### config.mk
export PLATFORM = sky130hd
export DESIGN_NAME = coordinate_delta_varint_decoder
export DESIGN_NICKNAME = d
export VERILOG_FILES = /design/src/rtl/cdvd_pkg.sv /design/src/rtl/coordinate_delta_varint_decoder.sv
export VERILOG_INCLUDE_DIRS = /design/src /design/src/rtl
export SDC_FILE = /design/constraint.sdc
export NUM_CORES = 1
export LEC_CHECK = 0
export ABC_AREA = 1
export BUFFER_PORTS_ARGS = -buffer_cell sky130_fd_sc_hd__buf_4
export CORE_MARGIN = 2
export CORE_UTILIZATION = 50
export CTS_BUF_LIST = sky130_fd_sc_hd__clkbuf_16
export CTS_CLUSTER_DIAMETER = 150
export DETAILED_ROUTE_END_ITERATION = 10
export PLACE_DENSITY = 0.67
export SLEW_MARGIN = 0
export SYNTH_ARGS = -nofsm -noshare
export SYNTH_HDL_FRONTEND = slang
export SYNTH_SLANG_ARGS = --single-unit
### constraint.sdc
create_clock -name i_clk -period 30.2 [get_ports i_clk]
set_input_delay 6.04 -clock i_clk [delete_from_list [all_inputs] [get_ports i_clk]]
set_output_delay 6.04 -clock i_clk [all_outputs]
set_load 0.1 [all_outputs]
### src/rtl/coordinate_delta_varint_decoder_macros.svh
// ----------------------------------------------------------------------------
// Coordinate delta decoder assertion macros
// Shared concurrent assertion forms used by the decoder RTL.
// ----------------------------------------------------------------------------
`ifndef COORDINATE_DELTA_VARINT_DECODER_MACROS_SVH
`define COORDINATE_DELTA_VARINT_DECODER_MACROS_SVH

// Same-cycle implication, checked outside reset
`define CDVD_ASSERT_NOW(label, clk, rst_n, ante, cons, msg) \
    label: assert property (@(posedge clk) disable iff (!(rst_n)) (ante) |-> (cons)) \
        else $error(msg);

// Next-cycle implication, checked outside reset
`define CDVD_ASSERT_NEXT(label, clk, rst_n, ante, cons, msg) \
    label: assert property (@(posedge clk) disable iff (!(rst_n)) (ante) |=> (cons)) \
        else $error(msg);

`endif

### src/rtl/cdvd_pkg.sv
// ----------------------------------------------------------------------------
// Coordinate delta decoder package
// Widths, stream codes, phase and result kind types, result record.
// ----------------------------------------------------------------------------
`timescale 1ns / 1ps

package cdvd_pkg;

    localparam int SECTION_ID_BITS   = 16;
    localparam int RECORD_COUNT_BITS = 48;
    localparam int COORD_BITS        = 64;
    localparam int ACCUM_BITS        = 62;

    localparam logic [7:0] END_MARK   = 8'hff;
    localparam logic [7:0] NAME_END   = 8'h00;
    localparam logic [1:0] PFX_LONG   = 2'b11;
    localparam logic [1:0] PFX_SHORT  = 2'b10;
    localparam logic [2:0] LONG_BYTES = 3'd7;
    localparam logic [2:0] SHORT_BYTES = 3'd1;

    typedef enum logic [1:0] {
        PH_NAME_START  = 2'd0,
        PH_NAME_REST   = 2'd1,
        PH_DELTA_START = 2'd2,
        PH_DELTA_CONT  = 2'd3
    } t_phase;

    typedef enum logic [1:0] {
        KIND_NAME  = 2'd0,
        KIND_COORD = 2'd1,
        KIND_TRUNC = 2'd2
    } t_kind;

    typedef struct packed {
        t_kind                         kind;
        logic [7:0]                    name_char;
        logic [SECTION_ID_BITS-1:0]    section_id;
        logic [COORD_BITS-1:0]         coordinate;
        logic [RECORD_COUNT_BITS-1:0]  record_number;
    } t_result;

endpackage

### src/rtl/coordinate_delta_varint_decoder.sv
// ----------------------------------------------------------------------------
// Coordinate delta varint decoder
// Decodes a sectioned, prefix-coded delta byte stream into name bytes,
// running coordinates and truncation markers.
// ----------------------------------------------------------------------------
// Throughput: one byte per cycle while the skid stage is empty; each accepted
// byte's result is registered, and the decode stage's 64-bit position adder
// sets the cycle time. A skid stage keeps input ready while a result waits.
// Reset: synchronous, active low; returns to the name-start phase with
// position, counters and the output and skid valid flags cleared.
`timescale 1ns / 1ps
`include "coordinate_delta_varint_decoder_macros.svh"

module coordinate_delta_varint_decoder (
    input  logic                                     i_clk,
    input  logic                                     i_rst_n,
    input  logic                                     i_in_valid,
    output logic                                     o_in_ready,
    input  logic [7:0]                               i_stream_byte,
    input  logic                                     i_last_byte,
    output logic                                     o_out_valid,
    input  logic                                     i_out_ready,
    output logic [1:0]                               o_kind,
    output logic [7:0]                               o_name_char,
    output logic [cdvd_pkg::SECTION_ID_BITS-1:0]     o_section_id,
    output logic [cdvd_pkg::COORD_BITS-1:0]          o_coordinate,
    output logic [cdvd_pkg::RECORD_COUNT_BITS-1:0]   o_record_number
);

    // decoder state
    cdvd_pkg::t_phase                           r_phase, n_phase;
    logic [2:0]                                 r_left, n_left;
    logic [cdvd_pkg::ACCUM_BITS-1:0]            r_accum, n_accum;
    logic [cdvd_pkg::COORD_BITS-1:0]            r_pos, n_pos;
    logic [cdvd_pkg::SECTION_ID_BITS-1:0]       r_sec, n_sec;
    logic [cdvd_pkg::RECORD_COUNT_BITS-1:0]     r_rec, n_rec;
    logic                                       r_seen, n_seen;

    // output and skid stages
    logic                                       r_out_valid;
    cdvd_pkg::t_result                          r_out;
    logic                                       r_skid_valid;
    cdvd_pkg::t_result                          r_skid;

    logic                                       in_fire;
    logic                                       out_fire;
    logic                                       produce;
    logic                                       finish;
    cdvd_pkg::t_result                          n_result;

    assign o_in_ready = !r_skid_valid;
    assign in_fire    = i_in_valid && o_in_ready;
    assign out_fire   = r_out_valid && i_out_ready;

    always_comb begin
        n_phase  = r_phase;
        n_left   = r_left;
        n_accum  = r_accum;
        n_pos    = r_pos;
        n_sec    = r_sec;
        n_rec    = r_rec;
        n_seen   = r_seen;
        finish   = 1'b0;
        produce  = 1'b0;
        n_result.kind          = cdvd_pkg::KIND_NAME;
        n_result.name_char     = '0;
        n_result.section_id    = '0;
        n_result.coordinate    = '0;
        n_result.record_number = '0;

        unique case (r_phase)
            cdvd_pkg::PH_NAME_START, cdvd_pkg::PH_NAME_REST: begin
                if (r_phase == cdvd_pkg::PH_NAME_START) begin
                    if (r_seen && (r_sec != '1)) begin
                        n_sec = r_sec + 1'b1;
                    end
                    n_seen = 1'b1;
                    n_pos  = '0;
                end
                produce            = 1'b1;
                n_result.name_char = i_stream_byte;
                n_phase = (i_stream_byte == cdvd_pkg::NAME_END) ?
                          cdvd_pkg::PH_DELTA_START : cdvd_pkg::PH_NAME_REST;
            end
            cdvd_pkg::PH_DELTA_START: begin
                if (i_stream_byte == cdvd_pkg::END_MARK) begin
                    n_phase = cdvd_pkg::PH_NAME_START;
                    n_pos   = '0;
                end else if (i_stream_byte[7:6] == cdvd_pkg::PFX_LONG) begin
                    n_accum = {{(cdvd_pkg::ACCUM_BITS-6){1'b0}}, i_stream_byte[5:0]};
                    n_left  = cdvd_pkg::LONG_BYTES;
                    n_phase = cdvd_pkg::PH_DELTA_CONT;
                end else if (i_stream_byte[7:6] == cdvd_pkg::PFX_SHORT) begin
                    n_accum = {{(cdvd_pkg::ACCUM_BITS-6){1'b0}}, i_stream_byte[5:0]};
                    n_left  = cdvd_pkg::SHORT_BYTES;
                    n_phase = cdvd_pkg::PH_DELTA_CONT;
                end else begin
                    n_accum = {{(cdvd_pkg::ACCUM_BITS-7){1'b0}}, i_stream_byte[6:0]};
                    finish  = 1'b1;
                end
            end
            cdvd_pkg::PH_DELTA_CONT: begin
                // shift in one big-endian byte, top bits fall off
                n_accum = {r_accum[cdvd_pkg::ACCUM_BITS-9:0], i_stream_byte};
                n_left  = r_left - 3'd1;
                finish  = (n_left == 3'd0);
            end
            default: begin
                n_phase = cdvd_pkg::PH_NAME_START;
            end
        endcase

        if (finish) begin
            n_pos   = r_pos + {{(cdvd_pkg::COORD_BITS-cdvd_pkg::ACCUM_BITS){1'b0}}, n_accum};
            if (r_rec != '1) begin
                n_rec = r_rec + 1'b1;
            end
            n_accum       = '0;
            n_left        = '0;
            n_phase       = cdvd_pkg::PH_DELTA_START;
            produce       = 1'b1;
            n_result.kind = cdvd_pkg::KIND_COORD;
        end

        if (i_last_byte && (n_phase == cdvd_pkg::PH_DELTA_CONT)) begin
            produce       = 1'b1;
            n_result.kind = cdvd_pkg::KIND_TRUNC;
        end

        n_result.section_id    = n_sec;
        n_result.coordinate    = n_pos;
        n_result.record_number = n_rec;

        // end of stream: back to the reset state
        if (i_last_byte) begin
            n_phase = cdvd_pkg::PH_NAME_START;
            n_left  = '0;
            n_accum = '0;
            n_pos   = '0;
            n_sec   = '0;
            n_rec   = '0;
            n_seen  = 1'b0;
        end
    end

    always_ff @(posedge i_clk) begin
        if (!i_rst_n) begin
            r_phase <= cdvd_pkg::PH_NAME_START;
            r_left  <= '0;
            r_accum <= '0;
            r_pos   <= '0;
            r_sec   <= '0;
            r_rec   <= '0;
            r_seen  <= 1'b0;
        end else if (in_fire) begin
            r_phase <= n_phase;
            r_left  <= n_left;
            r_accum <= n_accum;
            r_pos   <= n_pos;
            r_sec   <= n_sec;
            r_rec   <= n_rec;
            r_seen  <= n_seen;
        end
    end

    // output register with skid stage behind it
    always_ff @(posedge i_clk) begin
        if (!i_rst_n) begin
            r_out_valid  <= 1'b0;
            r_skid_valid <= 1'b0;
        end else if (!r_out_valid || out_fire) begin
            if (r_skid_valid) begin
                r_out_valid  <= 1'b1;
                r_skid_valid <= in_fire && produce;
            end else begin
                r_out_valid  <= in_fire && produce;
            end
        end else if (in_fire && produce) begin
            r_skid_valid <= 1'b1;
        end
    end

    always_ff @(posedge i_clk) begin
        if (!r_out_valid || out_fire) begin
            if (r_skid_valid) begin
                r_out  <= r_skid;
                r_skid <= n_result;
            end else begin
                r_out  <= n_result;
            end
        end else if (in_fire && produce) begin
            r_skid <= n_result;
        end
    end

    assign o_out_valid     = r_out_valid;
    assign o_kind          = r_out.kind;
    assign o_name_char     = r_out.name_char;
    assign o_section_id    = r_out.section_id;
    assign o_coordinate    = r_out.coordinate;
    assign o_record_number = r_out.record_number;

    `CDVD_ASSERT_NOW(a_skid_behind_out, i_clk, i_rst_n, r_skid_valid, r_out_valid, "skid holds a beat while output stage is empty")
    `CDVD_ASSERT_NOW(a_name_char_only_names, i_clk, i_rst_n, r_out_valid && (r_out.kind != cdvd_pkg::KIND_NAME), r_out.name_char == '0, "name byte on a non-name result")
    `CDVD_ASSERT_NEXT(a_last_resets, i_clk, i_rst_n, in_fire && i_last_byte, (r_phase == cdvd_pkg::PH_NAME_START) && (r_rec == '0) && (r_pos == '0) && !r_seen, "state not cleared after last byte")

endmodule
==> results.rst <==
.. list-table::
   :header-rows: 1

   * - Metric
     - Value
   * - Outcome
     - complete, no violations
   * - Post-synth EDFFs
     - 276
   * - Achievable clock frequency
     - 99.9 MHz
   * - Resize count post-CTS
     - 0
   * - Inserted Diodes
     - 0
   * - Post-CTS Hold Fix Bufs
     - 0
   * - Post-synthesis compound-gate area fraction
     - 0.110
   * - Fraction of layout cells with a size suffix above 1
     - 0.0846
   * - Hold/Removal Path Class
     - reg2reg
   * - Post-synthesis async set-or-reset flop share
     - 0
   * - Cts bufs inserted
     - 50
   * - Adder and majority cell fraction of the synthesized area
     - 0.0342
   * - Worst hold margin
     - around 0.46 ns
   * - Non-filler instance count after layout
     - between 4000 and 5000
   * - Area delta synth->final
     - 12.6%
   * - Master cell of the clock root buffer
     - sky130_fd_sc_hd__clkbuf_16
   * - Instance count after placement with tap cells included
     - 4352
   * - Type of element launching the critical path
     - primary input
   * - GRT Total Usage
     - 0.281
   * - WP data arrival
     - roughly 10 ns
   * - Most common flop cell mapped by yosys
     - sky130_fd_sc_hd__edfxtp_1
   * - First-pass iteration count of the detailed router
     - 6
   * - Type of element capturing the critical path
     - register
   * - Switching share of power
     - 0.265
   * - Detail-routed net length per standard cell
     - between 15 and 20 um
   * - Yosys warning total
     - 0
   * - Static power due to leakage
     - 13.2 nW
   * - Core utilization of the finished layout
     - 0.569
   * - Clock latency of the later-clocked register in the worst-skew pair
     - 0.60 ns
   * - Pwr/cell area
     - 49.7 nW/um^2
   * - Total Nets Final
     - 3801
   * - H-Tree Level Count
     - 2
   * - Reported net switching power
     - 0.394 mW
   * - Detailed placer's ending HPWL
     - 55900 um
   * - Number of hold-slack violations in the final timing report
     - 0
   * - ANT nets after route
     - 0
   * - Maximum fanout count along the critical path
     - 41
   * - Area share of and/or/nand/nor cells after synthesis
     - 0.292
   * - Internal power
     - around 1.1 mW
   * - Crit share post-route
     - 0.332
   * - Wire length of the first global-routing pass
     - 120000 um
   * - Combinational fraction of design power
     - 0.097
   * - TritonCTS Sinks
     - 474
   * - Residual overflow from global routing
     - 0
   * - Cell count after synthesis
     - 3628
   * - Syn Nets
     - 3713
   * - Sequential power share
     - 0.479
   * - Number of global-route vias before repair
     - around 21000
   * - Number of antenna violations at the first check in global routing
     - 0
   * - Final period demand of the worst path
     - between 10 and 15 ns
   * - Portion of the post-synthesis area used by sequential elements
     - 0.462
   * - Clock-pin slew reported for the worst setup and hold paths after clock tree synthesis
     - 0.06 ns
   * - Number of library cell types mapped by synthesis
     - 46
   * - Post-CTS setup buffers
     - 0
   * - Routability congestion estimate from global placement
     - 1.04
   * - # IOs
     - 153
   * - Chip Height
     - 234 um
   * - Total routed wirelength
     - 77700 um
   * - Multiplexer fraction of the synthesized cell area
     - 0
   * - Largest net degree at the start of global routing
     - 137
   * - Detail-routed via count per cell
     - around 5.3
   * - Final routed DRC violation total
     - 0
   * - First DRT Iteration DRCs
     - 1919
   * - Setup repair after global routing missed its margin
     - no
   * - Least-Margin Pin Slew
     - 1.11 ns
   * - Final count of negative-setup-slack endpoints
     - 0
   * - Width of the chip
     - 234 um
   * - Max Cap Violations
     - 0
   * - Detailed-route via count
     - 23400
   * - Clock Tree Buf Depth
     - 3
   * - Mapped Area
     - 26500 sq um
   * - Largest family of logic cells by synthesized area
     - simple AND/OR/NAND/NOR gates
   * - FF+latch count, synth
     - 474
   * - Clock tree from TritonCTS
     - done
   * - WS Path Type
     - in2reg
   * - Slew Limit Fails
     - 0
   * - Area inside the core boundary
     - 52600 sq um
   * - Xor and xnor fraction of the mapped netlist area
     - 0.0198
   * - Clock power frac
     - 0.424
   * - TNS Setup
     - 0 ns
   * - Number of port buffers
     - 152
   * - Row count
     - 84
   * - Starting Density
     - 0.505
   * - Synthesized area per cell
     - approximately 7.3 sq um
   * - Max-slew headroom
     - 0.261
   * - Die Footprint
     - ~55000 sq um
   * - Worst EP required
     - 30.55 ns
   * - Minimum setup slack among reg-to-reg paths
     - 25.05 ns
   * - Clock skew
     - 0.0217 ns
   * - Highest ir drop seen on vdd
     - 0.0529 mV
## kinds of logic (layout without fill, tap and decap cells)
| group | count (synthesis) | count (layout) |
|---|---|---|
| and+or+nand+nor | 1932 | 1932 |
| xor gates and xnor gates | 56 | 56 |
| adders and majority gates | 72 | 72 |
| buffers and inverters | 569 | 699 |
| AOI/OAI and AO/OA | 525 | 525 |
| DFF | 474 | 474 |
## state kept, by name (all words and copies together), names as in the netlist
register,cells
r_rec,48
o_name_char,8
o_out_valid,1
r_skid,138
o_record_number,48
o_coordinate,64
o_section_id,16
r_pos,64
r_sec,16
r_phase,2
r_skid_valid,1
r_left,3
r_accum,62
r_seen,1
o_kind,2
## through the flow
step	instance area, sq um	power, mW	setup WS (ns)
after floorplan	26500	0.839	15.93
after global placement	28200	0.870	19.75
after detailed placement	28200	0.871	19.65
after CTS	29900	1.50	20.27
after global routing	29900	1.53	19.83
final	29900	1.49	20.19
## layer usage
metal  part of all wire  track usage  routed length, um  vias to the layer above
met3              0.054       0.0353               4220                      128
met2               0.46        0.458              35800                      668
met4              0.029       0.0839               2290                        0
met1               0.46        0.391              35400                    10700
li1                   -            -                  -                    11900
met5                  0            0                  0                        -
## synthesized netlist by cell type (46+ instances only)
cell type	number	area share
sky130_fd_sc_hd__a21oi_1	266	0.050
sky130_fd_sc_hd__a31oi_1	70	0.017
sky130_fd_sc_hd__clkbuf_1	92	0.013
sky130_fd_sc_hd__dfxtp_1	198	0.15
sky130_fd_sc_hd__edfxtp_1	276	0.31
sky130_fd_sc_hd__ha_1	71	0.033
sky130_fd_sc_hd__inv_1	429	0.061
sky130_fd_sc_hd__nand2_1	1428	0.20
sky130_fd_sc_hd__nand3_1	123	0.023
sky130_fd_sc_hd__nor2_1	265	0.037
sky130_fd_sc_hd__o21ai_0	99	0.019
sky130_fd_sc_hd__o22ai_1	46	0.011
## critical path, stage by stage
cell and delay, ns:
sky130_fd_sc_hd__buf_4 0.12, sky130_fd_sc_hd__inv_1 0.09, sky130_fd_sc_hd__nor3_1 0.06, sky130_fd_sc_hd__nand2_1 0.14
sky130_fd_sc_hd__nand2_1 0.34, sky130_fd_sc_hd__nand2_2 0.40, sky130_fd_sc_hd__buf_4 0.48, sky130_fd_sc_hd__o22ai_1 0.12
sky130_fd_sc_hd__inv_1 0.10, sky130_fd_sc_hd__ha_1 0.22, sky130_fd_sc_hd__inv_1 0.07, sky130_fd_sc_hd__fa_1 0.35
sky130_fd_sc_hd__inv_1 0.13, sky130_fd_sc_hd__nand3_1 0.09, sky130_fd_sc_hd__nand2_1 0.18, sky130_fd_sc_hd__nand2_1 0.07
sky130_fd_sc_hd__nand2_1 0.14, sky130_fd_sc_hd__nand2_1 0.07, sky130_fd_sc_hd__nand2_1 0.26, sky130_fd_sc_hd__nand2_1 0.08
sky130_fd_sc_hd__nand2_1 0.16, sky130_fd_sc_hd__nand2_1 0.07, sky130_fd_sc_hd__nand2_1 0.11, sky130_fd_sc_hd__nand3_1 0.10
sky130_fd_sc_hd__and2_1 0.20, sky130_fd_sc_hd__nand2_1 0.05, sky130_fd_sc_hd__nand2_1 0.05
## power by group through the flow
stage	clock, mW	combinational [mW]	sequential (mW)
after global routing	0.668	0.151	0.713
after global placement	0	0.145	0.725
after CTS	0.643	0.146	0.712
after detailed placement	0	0.146	0.725
final	0.630	0.145	0.711
after floorplan	0	0.0272	0.812
## cells in the final DEF, fill, tap and decap left out, types with 7 or more instances in the layout
cell	Yosys	routed
sky130_fd_sc_hd__o21ai_0	99	99
sky130_fd_sc_hd__a31oi_1	70	70
sky130_fd_sc_hd__clkinv_2	0	8
sky130_fd_sc_hd__nand3_1	123	123
sky130_fd_sc_hd__bufinv_16	0	7
sky130_fd_sc_hd__nor2_1	265	264
sky130_fd_sc_hd__nand4_1	34	34
sky130_fd_sc_hd__clkbuf_16	0	51
sky130_fd_sc_hd__xor2_1	39	39
sky130_fd_sc_hd__nor3_1	39	39
sky130_fd_sc_hd__buf_4	1	167
sky130_fd_sc_hd__a21oi_1	266	265
sky130_fd_sc_hd__nand2_1	1428	1426
sky130_fd_sc_hd__ha_1	71	71
sky130_fd_sc_hd__xnor2_1	14	14
sky130_fd_sc_hd__inv_1	429	438
sky130_fd_sc_hd__edfxtp_1	276	276
sky130_fd_sc_hd__nand2_2	11	11
sky130_fd_sc_hd__clkinv_1	2	8
sky130_fd_sc_hd__dfxtp_1	198	197
sky130_fd_sc_hd__o21ai_2	23	23
sky130_fd_sc_hd__o22ai_1	46	46
## final cells by class
| class | instances | area, sq um |
|---|---|---|
| multi-input combinational | 2585 | 12100 |
| timing repair buffer | 168 | 1270 |
| fill | 5092 | 22700 |
| clock buffer | 51 | 1280 |
| inverter | 437 | 1660 |
| sequential | 474 | 12300 |
| tap | 688 | 861 |
| clock inverter | 43 | 414 |
## path summary, 6_finish.rpt
kind | start | endpoint | cells after the start
min | r_accum[21]$_SDFFE_PN0P_ | r_accum[21]$_SDFFE_PN0P_ | 2
max reg2reg | r_phase[1]$_SDFFE_PN0P_ | o_coordinate[62]$_DFFE_PP_ | 23
max | i_stream_byte[4] | o_coordinate[62]$_DFFE_PP_ | 27
min reg2reg | r_accum[21]$_SDFFE_PN0P_ | r_accum[21]$_SDFFE_PN0P_ | 2
(Power assumes the default switching activity.)
